--- config.mk ---
export PLATFORM = sky130hd
export DESIGN_NAME = byte_deque_with_search_top
export DESIGN_NICKNAME = d
export VERILOG_FILES = /design/src/hdl/bdq_pkg.sv /design/src/hdl/bdq_ram.sv /design/src/hdl/bdq_ctrl.sv /design/src/hdl/bdq_dp.sv /design/src/hdl/byte_deque_with_search_top.sv
export SDC_FILE = /design/constraint.sdc
export NUM_CORES = 1
export LEC_CHECK = 0
export BUFFER_PORTS_ARGS = -buffer_cell sky130_fd_sc_hd__buf_2
export CAP_MARGIN = 30
export CORE_ASPECT_RATIO = 0.9
export CORE_UTILIZATION = 40
export CTS_BUF_LIST = sky130_fd_sc_hd__clkbuf_16
export DETAILED_ROUTE_END_ITERATION = 6
export HOLD_SLACK_MARGIN = 0.05
export MAX_ROUTING_LAYER = met4
export PLACE_DENSITY_LB_ADDON = 0.08
export SLEW_MARGIN = 20
export SYNTH_ARGS = -nofsm -noshare
export SYNTH_HDL_FRONTEND = slang
export SYNTH_HIERARCHICAL = 1
export SYNTH_SLANG_ARGS = --single-unit
--- constraint.sdc ---
create_clock -name aclk -period 4 [get_ports aclk]
set_clock_uncertainty 0.2 [all_clocks]
set_input_delay 0.4 -clock aclk [delete_from_list [all_inputs] [get_ports aclk]]
set_output_delay 0.4 -clock aclk [all_outputs]
set_load 0.02 [all_outputs]
--- src/hdl/bdq_pkg.sv ---
// Package for the byte deque with search: sizes, codes, FSM states and
// the command/status structs between controller and datapath. No dependencies.
`default_nettype none

package bdq_pkg;

    localparam int DEPTH     = 64;
    localparam int PTR_W     = $clog2(DEPTH);
    localparam int CNT_W     = $clog2(DEPTH + 1);
    localparam int FIELD_W   = 7;
    localparam int S_TDATA_W = 16;
    localparam int M_TDATA_W = 24;

    typedef enum logic [2:0] {
        CMD_APPEND    = 3'd0,
        CMD_REM_FIRST = 3'd1,
        CMD_REM_LAST  = 3'd2,
        CMD_FIND      = 3'd3,
        CMD_REVERSE   = 3'd4,
        CMD_CLEAR     = 3'd5
    } cmd_code_t;

    typedef enum logic [1:0] {
        STAT_OK    = 2'd0,
        STAT_EMPTY = 2'd1,
        STAT_FULL  = 2'd2
    } status_t;

    typedef enum logic [1:0] {
        FSM_IDLE,
        FSM_DISPATCH,
        FSM_SCAN,
        FSM_FINISH
    } state_t;

    typedef struct packed {
        logic load;
        logic scan_start;
        logic scan_step;
        logic commit;
    } dp_cmd_t;

    typedef struct packed {
        logic is_find;
        logic empty;
        logic scan_done;
        logic out_busy;
    } dp_stat_t;

endpackage

`default_nettype wire

--- src/hdl/bdq_ram.sv ---
// Generic single-write, single-read RAM with registered read data.
// No dependencies.
`default_nettype none

module bdq_ram #(
    parameter int WIDTH = 8,
    parameter int DEPTH = 64,
    localparam int ADDR_W = $clog2(DEPTH)
) (
    input  wire logic              aclk,
    input  wire logic              wr_en,
    input  wire logic [ADDR_W-1:0] wr_addr,
    input  wire logic [WIDTH-1:0]  wr_data,
    input  wire logic              rd_en,
    input  wire logic [ADDR_W-1:0] rd_addr,
    output logic      [WIDTH-1:0]  rd_data
);

    logic [WIDTH-1:0] mem [DEPTH];

    always_ff @(posedge aclk) begin
        if (wr_en) begin
            mem[wr_addr] <= wr_data;
        end
        if (rd_en) begin
            rd_data <= mem[rd_addr];
        end
    end

endmodule

`default_nettype wire

--- src/hdl/bdq_ctrl.sv ---
// Controller FSM for the byte deque: sequences accept, search and commit.
// Depends on bdq_pkg.
`default_nettype none

module bdq_ctrl import bdq_pkg::*; (
    input  wire logic     aclk,
    input  wire logic     aresetn,
    input  wire logic     s_tvalid,
    output logic          s_tready,
    input  wire dp_stat_t stat,
    output dp_cmd_t       cmd
);

    state_t state_reg, state_next;

    always_ff @(posedge aclk) begin
        if (!aresetn) begin
            state_reg <= FSM_IDLE;
        end else begin
            state_reg <= state_next;
        end
    end

    always_comb begin
        state_next = state_reg;
        s_tready   = 1'b0;
        cmd        = '0;
        case (state_reg)
            FSM_IDLE: begin
                s_tready = 1'b1;
                if (s_tvalid) begin
                    cmd.load   = 1'b1;
                    state_next = FSM_DISPATCH;
                end
            end
            FSM_DISPATCH: begin
                if (stat.is_find && !stat.empty) begin
                    cmd.scan_start = 1'b1;
                    state_next     = FSM_SCAN;
                end else begin
                    state_next = FSM_FINISH;
                end
            end
            FSM_SCAN: begin
                cmd.scan_step = 1'b1;
                if (stat.scan_done) begin
                    state_next = FSM_FINISH;
                end
            end
            FSM_FINISH: begin
                if (!stat.out_busy) begin
                    cmd.commit = 1'b1;
                    state_next = FSM_IDLE;
                end
            end
            default: begin
                state_next = FSM_IDLE;
            end
        endcase
    end

endmodule

`default_nettype wire

--- src/hdl/bdq_dp.sv ---
// Datapath for the byte deque: ring pointers, entry RAM, search pipeline
// and output register. Depends on bdq_pkg and bdq_ram.
`default_nettype none

module bdq_dp import bdq_pkg::*; (
    input  wire logic                 aclk,
    input  wire logic                 aresetn,
    input  wire logic [S_TDATA_W-1:0] s_tdata,
    input  wire logic                 m_tready,
    output logic                      m_tvalid,
    output logic      [M_TDATA_W-1:0] m_tdata,
    input  wire dp_cmd_t              cmd,
    output dp_stat_t                  stat
);

    localparam int SUM_W = PTR_W + 1;

    function automatic logic [PTR_W-1:0] slot_of(input logic [PTR_W-1:0] front,
                                                 input logic [PTR_W-1:0] pos,
                                                 input logic             flip);
        logic [SUM_W-1:0] sum;
        if (flip) begin
            sum = {1'b0, front} + SUM_W'(DEPTH) - {1'b0, pos};
        end else begin
            sum = {1'b0, front} + {1'b0, pos};
        end
        if (sum >= SUM_W'(DEPTH)) begin
            sum = sum - SUM_W'(DEPTH);
        end
        return sum[PTR_W-1:0];
    endfunction

    logic [PTR_W-1:0]     front_reg, front_next;
    logic [CNT_W-1:0]     count_reg, count_next;
    logic                 flip_reg, flip_next;
    logic                 pend_reg, pend_next;
    logic                 found_reg, found_next;
    logic                 m_tvalid_reg, m_tvalid_next;
    logic [2:0]           cmd_reg, cmd_next;
    logic [7:0]           key_reg, key_next;
    logic [CNT_W-1:0]     issue_reg, issue_next;
    logic [PTR_W-1:0]     cmpi_reg, cmpi_next;
    logic [CNT_W-1:0]     pos_reg, pos_next;
    logic [M_TDATA_W-1:0] m_tdata_reg, m_tdata_next;

    logic             rd_en;
    logic [PTR_W-1:0] rd_addr;
    logic [7:0]       rd_data;
    logic             wr_en;
    logic [PTR_W-1:0] wr_addr;
    logic             hit;
    logic             last;
    status_t          res_status;
    logic             res_found;
    logic [CNT_W-1:0] res_pos;

    bdq_ram #(
        .WIDTH(8),
        .DEPTH(DEPTH)
    ) u_ram (
        .aclk   (aclk),
        .wr_en  (wr_en),
        .wr_addr(wr_addr),
        .wr_data(key_reg),
        .rd_en  (rd_en),
        .rd_addr(rd_addr),
        .rd_data(rd_data)
    );

    always_ff @(posedge aclk) begin
        if (!aresetn) begin
            front_reg    <= '0;
            count_reg    <= '0;
            flip_reg     <= 1'b0;
            pend_reg     <= 1'b0;
            found_reg    <= 1'b0;
            m_tvalid_reg <= 1'b0;
        end else begin
            front_reg    <= front_next;
            count_reg    <= count_next;
            flip_reg     <= flip_next;
            pend_reg     <= pend_next;
            found_reg    <= found_next;
            m_tvalid_reg <= m_tvalid_next;
        end
    end

    always_ff @(posedge aclk) begin
        cmd_reg     <= cmd_next;
        key_reg     <= key_next;
        issue_reg   <= issue_next;
        cmpi_reg    <= cmpi_next;
        pos_reg     <= pos_next;
        m_tdata_reg <= m_tdata_next;
    end

    assign rd_addr = slot_of(front_reg, issue_reg[PTR_W-1:0], flip_reg);
    assign rd_en   = cmd.scan_step && (issue_reg < count_reg);
    assign hit     = pend_reg && (rd_data == key_reg);
    assign last    = pend_reg && (CNT_W'(cmpi_reg) == count_reg - CNT_W'(1));
    assign wr_addr = slot_of(front_reg, count_reg[PTR_W-1:0], flip_reg);

    always_comb begin
        front_next    = front_reg;
        count_next    = count_reg;
        flip_next     = flip_reg;
        pend_next     = pend_reg;
        found_next    = found_reg;
        m_tvalid_next = m_tvalid_reg;
        cmd_next      = cmd_reg;
        key_next      = key_reg;
        issue_next    = issue_reg;
        cmpi_next     = cmpi_reg;
        pos_next      = pos_reg;
        m_tdata_next  = m_tdata_reg;
        wr_en         = 1'b0;
        res_status    = STAT_OK;
        res_found     = 1'b0;
        res_pos       = '0;

        if (cmd.load) begin
            cmd_next   = s_tdata[2:0];
            key_next   = s_tdata[10:3];
            found_next = 1'b0;
            pos_next   = '0;
        end

        if (cmd.scan_start) begin
            issue_next = '0;
            pend_next  = 1'b0;
        end

        if (cmd.scan_step) begin
            pend_next = rd_en;
            if (rd_en) begin
                issue_next = issue_reg + CNT_W'(1);
                cmpi_next  = issue_reg[PTR_W-1:0];
            end
            if (hit) begin
                found_next = 1'b1;
                pos_next   = CNT_W'(cmpi_reg) + CNT_W'(1);
            end
        end

        if (cmd.commit) begin
            case (cmd_reg)
                CMD_APPEND: begin
                    if (count_reg == CNT_W'(DEPTH)) begin
                        res_status = STAT_FULL;
                    end else begin
                        wr_en      = 1'b1;
                        count_next = count_reg + CNT_W'(1);
                    end
                end
                CMD_REM_FIRST: begin
                    if (count_reg == '0) begin
                        res_status = STAT_EMPTY;
                    end else begin
                        front_next = slot_of(front_reg, PTR_W'(1), flip_reg);
                        count_next = count_reg - CNT_W'(1);
                    end
                end
                CMD_REM_LAST: begin
                    if (count_reg == '0) begin
                        res_status = STAT_EMPTY;
                    end else begin
                        count_next = count_reg - CNT_W'(1);
                    end
                end
                CMD_FIND: begin
                    res_found = found_reg;
                    res_pos   = pos_reg;
                end
                CMD_REVERSE: begin
                    if (count_reg != '0) begin
                        front_next = slot_of(front_reg,
                                             PTR_W'(count_reg - CNT_W'(1)), flip_reg);
                    end
                    flip_next = !flip_reg;
                end
                CMD_CLEAR: begin
                    front_next = '0;
                    count_next = '0;
                    flip_next  = 1'b0;
                end
                default: begin
                end
            endcase
            m_tvalid_next = 1'b1;
            m_tdata_next  = {7'b0, FIELD_W'(count_next), FIELD_W'(res_pos), res_found,
                             res_status};
        end else if (m_tready) begin
            m_tvalid_next = 1'b0;
        end
    end

    assign stat.is_find   = (cmd_reg == CMD_FIND);
    assign stat.empty     = (count_reg == '0);
    assign stat.scan_done = hit || last;
    assign stat.out_busy  = m_tvalid_reg && !m_tready;

    assign m_tvalid = m_tvalid_reg;
    assign m_tdata  = m_tdata_reg;

endmodule

`default_nettype wire

--- src/hdl/byte_deque_with_search_top.sv ---
// Channel | dir | tdata fields, lowest bit up
// s_      | in  | cmd[2:0], data[10:3], zero pad to 16 bits
// m_      | out | status[1:0], found[2], position[9:3], length[16:10], zero pad to 24 bits
//
// One word at a time. Non-search commands: the result is registered after the dispatch
// and finish steps, and the next word is accepted once the controller is back in idle.
// Search: the scan ends at the first match or after the last entry, then the finish step
// registers the result; the RAM read port walks one entry per cycle.
// Reset (aresetn low, synchronous) empties the list; the RAM needs no clearing.
// A new word is accepted while the previous result still waits in the output
// register; a stalled m_ side holds the next result in the controller's finish step.
// Top level of the byte deque with search. Depends on bdq_pkg, bdq_ctrl, bdq_dp.
`default_nettype none

module byte_deque_with_search_top import bdq_pkg::*; (
    input  wire logic                 aclk,
    input  wire logic                 aresetn,
    input  wire logic                 s_tvalid,
    output logic                      s_tready,
    input  wire logic [S_TDATA_W-1:0] s_tdata,  // cmd[2:0], data[10:3]
    output logic                      m_tvalid,
    input  wire logic                 m_tready,
    output logic      [M_TDATA_W-1:0] m_tdata   // status, found, position, length
);

    dp_cmd_t  cmd;
    dp_stat_t stat;

    bdq_ctrl u_ctrl (
        .aclk    (aclk),
        .aresetn (aresetn),
        .s_tvalid(s_tvalid),
        .s_tready(s_tready),
        .stat    (stat),
        .cmd     (cmd)
    );

    bdq_dp u_dp (
        .aclk    (aclk),
        .aresetn (aresetn),
        .s_tdata (s_tdata),
        .m_tready(m_tready),
        .m_tvalid(m_tvalid),
        .m_tdata (m_tdata),
        .cmd     (cmd),
        .stat    (stat)
    );

endmodule

`default_nettype wire

# [Word level (Yosys, flattened, before mapping)]
# Memories as Yosys holds them, arrays and structs flattened. A register that Yosys moved wholly into a read port is not among the register bits.
# Cells that the tools add are included.
[word_totals] regBits=67 latch_bits=0 mem_bits_rw=512 rom_bits=0 in_bits=20 output_inout_bits=26 memories=1
[memory_table] memory="u_dp.u_ram.mem" depth=64 width=8 read_ports=1 rd_clocked_by_memory_dff=1 write_ports=1 line="bdq_ram.sv:19" text="logic [WIDTH-1:0] mem [DEPTH];"
[classes] addsub=17 n_mul=0 n_div=0 n_lt_le_gt_ge=5 eq_ne=16 shifts=0 muxes=55 bitwise_logic=0 n_reduce_logical=22
[ops] operator="7-bit 2-to-1 mux" count=18
[ops] operator="6-bit 2-to-1 mux" count=6
[ops] operator="7-bit >= comparator, second input constant" count=4
[ops] operator="6-bit by 1-bit subtractor with 6-bit output, second input constant" count=4
[ops] operator="1-bit 2-to-1 mux" count=22
[ops] operator="6-bit by 6-bit adder with 7-bit output" count=3
[ops] operator="7-bit one-hot mux with 3 select lines" count=1
[ops] operator="7-bit by 6-bit subtractor with 7-bit output" count=3
[ops] operator="6-bit one-hot mux with 3 select lines" count=1
[ops] operator="6-bit by 1-bit adder with 7-bit output, second input constant" count=2
[ops] operator="7-bit by 1-bit adder with 7-bit output, second input constant" count=2
[ops] operator="7-bit by 1-bit subtractor with 7-bit output, second input constant" count=2
[ops] operator="8-bit == test" count=1
[ops] operator="2-bit 2-to-1 mux" count=4
[ops] operator="2-bit != test, second input constant" count=4
[ops] operator="2-bit one-hot mux with 4 select lines" count=1
[ops] operator="6-bit by 7-bit adder with 7-bit output, second input constant" count=1
[ops] operator="6-bit by 7-bit == test with 1-bit output" count=1
[ops] operator="7-bit == test, second input constant" count=1
[ops] operator="7-bit zero test" count=1
[ops] operator="7-bit less-than comparator" count=1
[ops] operator="7-bit nonzero test" count=1
[ops] operator="3-bit by 2-bit == test with 1-bit output, second input constant" count=2
[ops] operator="3-bit == test, second input constant" count=2
[ops] operator="17 further kinds" count=27

# [Depth between registers and ports, before layout]
[logic_depth] word_depth=10 depth_mapped=14

# [By module]
# The synthesis kept the hierarchy.
[modules_own_cells] module="bdq_ram" n_inst=1 cells_each=940 area_each_um2=20246.9
[modules_own_cells] module="bdq_dp" n_inst=1 cells_each=508 area_each_um2=4772.1
[modules_own_cells] module="bdq_ctrl" n_inst=1 cells_each=23 area_each_um2=206.4

# [Worst setup path after synthesis]
# No wires, ideal clock.
[synth_timing] kind="reg-to-reg" startpoint="register u_ctrl.state_reg[0]" endpoint="memory u_dp.u_ram.mem[62][0], enable pin" setup_ns=0.370 arrival_ns=3.475 slack_ns=-0.046 stages_incl_launch_ff=9 path_buffers=1 cell_sequence="dfxtp_1 ha_1 nor2b_1 clkbuf_1 inv_1 nor4b_1 nor2b_1 nand3_1 nor2_1"
[synth_lines] element="from (decl)" line="bdq_ctrl.sv:14" text="state_t state_reg, state_next;"
[synth_lines] element="from (signal assigned)" line="bdq_ctrl.sv:20" text="state_reg <= state_next;"
[synth_lines] element="to (decl)" line="bdq_ram.sv:19"

# [Worst setup path after layout]
[layout_timing] startpoint="register u_dp.count_reg[0]" endpoint="memory u_dp.u_ram.mem[44][1], enable pin"
[layout_between] elab_chain_cells=6 word_cells_on_any_way=12 cone_classes="add/sub: 3; order compare: 1; eq/ne: 1; mux: 7"
[layout_lines] element="from (decl)" line="bdq_dp.sv:34" text="logic [CNT_W-1:0] count_reg, count_next;"
[layout_lines] element="from (signal assigned)" line="bdq_dp.sv:80" text="count_reg <= count_next;"
[layout_lines] element="7-bit == test" line="bdq_dp.sv:148" text="if (count_reg == CNT_W'(DEPTH)) begin"
[layout_lines] element="1-bit 2-to-1 mux" line="bdq_dp.sv:148"
[layout_lines] element="1-bit 2-to-1 mux" line="bdq_dp.sv:146" text="case (cmd_reg)"
[layout_lines] element="1-bit 2-to-1 mux" line="bdq_dp.sv:145" text="if (cmd.commit) begin"
[layout_lines] element="net u_dp.wr_en" line="bdq_dp.sv:49" text="logic wr_en;"
[layout_lines] element="1-bit 2-to-1 mux" line="bdq_ram.sv:22" text="if (wr_en) begin"
[layout_lines] element="1-bit 2-to-1 mux (implied by the code)" line="bdq_ram.sv:23" text="mem[wr_addr] <= wr_data;"
# The timed path passes the listed nets, and every way through them passes these cells.

==> impl_metrics.py <==
metrics = {
    "run_status": {
        "status": "finished clean",
    },
    "synth": {
        "synth_seq_cells": 587,
        "synth_cells": 1471,
        "mappedNetlistArea_um2": 25200,
        "ys_types": 78,
        "seq_area_frac_synth": 0.686,
        "async_flop_share": 0,
        "netlist.area_leader.share": 0.659,
        "yosysTopAreaCell": "edfxtp_1",
        "synth_ff_type": "edfxtp_1",
        "syn_area_per_cell_um2": 17.1,
        "synth_edf_count": 554,
        "synth_warnings": 6,
        "synth.area.top_cells": "edfxtp_1 66%, mux4_2 11%, dfxtp_1 2.6%",
    },
    "pwr": {
        "power_density_nw_per_um2": 626,
        "ir_drop_v": 0.000387,
        "design_power_total_mw": 18.4,
        "leakage_nw": 9.87,
    },
    "final_layout": {
        "syn2layout_area_growth_pct": 16.5,
        "layout_commonest_cell": "edfxtp_1",
        "final_layout_size_suffix_gt1_frac": 0.255,
        "fin_cells": 2537,
        "nNetsFinal": 1723,
        "largest_reg_flops": 512,
        "design_area_um2": 29400,
        "final_cell_mix": "554 x edfxtp_1, 134 x buf_4, 126 x mux4_2",
    },
    "clock_network": {
        "cts_tree": "done",
        "cts.sinks": 587,
        "post-cts-setup-buffers": 0,
        "h-tree-depth": 2,
        "cts-buffers-inserted": 61,
        "clkTransAtPathRegs_ps": 60,
        "clock_path_buffers": 3,
        "cts_root_buf": "clkbuf_16",
        "clk_latency_ps": 630,
    },
    "route": {
        "postRouteAntennaNets": 0,
        "viasPerCell": 5.42,
        "routed_wl_um": 62300,
        "vias": 13746,
        "drc": 0,
        "firstDrtPassIters": 5,
        "drt_first_iter_violations": 1098,
        "wl_per_cell_um": 24.6,
    },
    "die": {
        "io_pins": 46,
        "row_count": 86,
        "start_util": 0.408,
        "die_h_um": 240,
        "core-area_um2": 61800,
        "die_w_um": 267,
        "dieArea_um2": 64100,
    },
    "worst_setup_path": {
        "cp_top_family": "simple AND/OR/NAND/NOR gates",
        "path_cells": "buf_4 > inv_1 > ha_1 > nor3b_2 > nand3_1 > nor4b_1 > buf_4 > nor2b_1 > buf_4 > nand2_1 > nor2_1",
        "critPathBufInv": 4,
        "cp.required_ps": 4050,
        "regToRegStartpoint": "u_dp/count_reg[0]$_SDFFE_PN0P_",
        "arrival_ps": 3950,
        "r2r_end": "u_dp/u_ram/mem[44][1]$_DFFE_PP_",
        "path_class": "flip-flop to flip-flop",
        "reg2reg_slack_ps": 100,
        "start_kind": "flip-flop",
        "rr_worst_depth": 11,
        "slowest_delay_ps": 810,
        "cp-end-kind": "flip-flop",
        "crit_top_cell": "buf_4",
        "critical_path.slowest_cell": "nor2_1",
        "crit_path_max_fanout": 12,
    },
    "place": {
        "dp_cells": 2403,
        "dpl-instance-area_um2": 27200,
        "hpwl_um": 40900,
        "io_buffer_count": 33,
        "gp_congestion": 0.889,
    },
    "global_route": {
        "first_global_vias": 13894,
        "antenna_found_initial": 2,
        "grt_max_degree": 65,
        "overflow": 0,
        "grt_usage": 0.207,
        "grt_pass1_wl_um": 93300,
    },
    "worst_hold_path": {
        "holdPathEnd": "u_dp/pos_reg[5]$_DFF_P_",
        "min_path_type": "flip-flop to flip-flop",
        "holdPathStages": 2,
        "hold_path.startpoint": "u_dp/pos_reg[5]$_DFF_P_",
    },
    "timing": {
        "period_minus_slack_ps": 3900,
        "relSlewSlack": 0.324,
        "fin_crit_sh": 0.974,
        "tightest_slew_ps": 1010,
        "slew_violations": 0,
        "hold_viol": 0,
        "rsz0062_at_grt": "true",
        "setup_viol": 0,
        "fmax_ghz": 0.257,
        "tns_ps": 0,
    },
    "run": {
        "cap_violations": 0,
    },
}
## final cells by class
cell class / count / area [um^2]
multi-input combinational: 772 / 7400
inverter: 36 / 143
clock buffer: 62 / 1550
tap: 836 / 1050
clock inverter: 51 / 428
fill: 5376 / 32400
sequential: 587 / 17300
timing repair buffer: 192 / 1520
antenna: 1 / 2.50
## metrics by stage
stage	utilization	worst slack [ps]	hold slack, ps
floorplan	-	279	245
global placement	0.440	21.9	265
detailed placement	0.440	36.2	259
CTS	0.475	22.6	241
global route	0.476	-118	269
finish	0.476	104	268
## routing by layer
| metal | wire length, um | up-vias | GRT usage |
|---|---|---|---|
| li1 | - | 6187 | - |
| met1 | 30900 | 7166 | 0.311 |
| met2 | 27600 | 316 | 0.298 |
| met3 | 2840 | 77 | 0.0294 |
| met4 | 1020 | 0 | 0.0467 |
| met5 | 0 | - | - |
## how the worst max path moves through the flow
stage / from / endpoint / cells after the start
CTS: u_dp/count_reg[0]$_SDFFE_PN0P_ / u_dp/u_ram/mem[40][4]$_DFFE_PP_ / 11
floorplan: u_ctrl/state_reg[0]$_SDFFE_PN0P_ / u_dp/u_ram/mem[62][0]$_DFFE_PP_ / 8
global placement: u_dp/count_reg[0]$_SDFFE_PN0P_ / u_dp/u_ram/mem[0][4]$_DFFE_PP_ / 11
detailed placement: u_dp/front_reg[0]$_SDFFE_PN0P_ / u_dp/u_ram/rd_data[3]$_DFFE_PP_ / 13
global route: u_dp/count_reg[0]$_SDFFE_PN0P_ / u_dp/u_ram/mem[12][4]$_DFFE_PP_ / 11
finish: u_dp/count_reg[0]$_SDFFE_PN0P_ / u_dp/u_ram/mem[44][1]$_DFFE_PP_ / 11
## kinds of logic after synthesis
logic type,share of synthesized area
flip-flops,0.686
AND/OR/NAND/NOR,0.0625
multiplexers,0.134
AO/OA/AOI/OAI,0.0502
buffers and inverters,0.0246
adder cells (fa/ha/maj),0.0281
XOR/XNOR,0.0151
other,0.000149
## Yosys cell counts, types with 10 or more instances
| master | number |
|---|---|
| edfxtp_1 | 554 |
| mux4_2 | 126 |
| nor2_1 | 116 |
| ha_1 | 47 |
| nand2_1 | 46 |
| inv_1 | 35 |
| nor2b_1 | 34 |
| dfxtp_1 | 33 |
| mux2i_1 | 32 |
| o21ai_0 | 28 |
| nand3_1 | 26 |
| clkbuf_1 | 25 |
| a21oi_1 | 24 |
| xnor2_1 | 24 |
| nand2b_1 | 23 |
| buf_4 | 21 |
| buf_2 | 20 |
| nor3_1 | 20 |
| mux2_2 | 19 |
| and2_1 | 15 |
| xor2_1 | 15 |
| a31oi_1 | 11 |
| o21a_1 | 11 |
| o221ai_1 | 10 |
| o22ai_1 | 10 |
## where the power goes
| group | internal, mW | switching (mW) | leakage, nW |
|---|---|---|---|
| clock network | 3.25 | 2.37 | 1.02 |
| logic | 2.31 | 3.20 | 3.59 |
| registers | 7.16 | 0.112 | 5.26 |
| total | 12.7 | 5.68 | 9.87 |
## what timing repair did
item,4_1_cts,5_1_grt
resized for setup,0,5
hold buffers,15,0
endpoints found under the setup margin,0,65
hold endpoints to repair,20,0
## worst register-to-register path, stage by stage, from the launching register on
cell	delay, ps
dfxtp_1	360
buf_4	230
inv_1	110
ha_1	240
nor3b_2	170
nand3_1	160
nor4b_1	390
buf_4	250
nor2b_1	190
buf_4	140
nand2_1	270
nor2_1	820
Note: power is estimated with default switching activity, not from simulation.
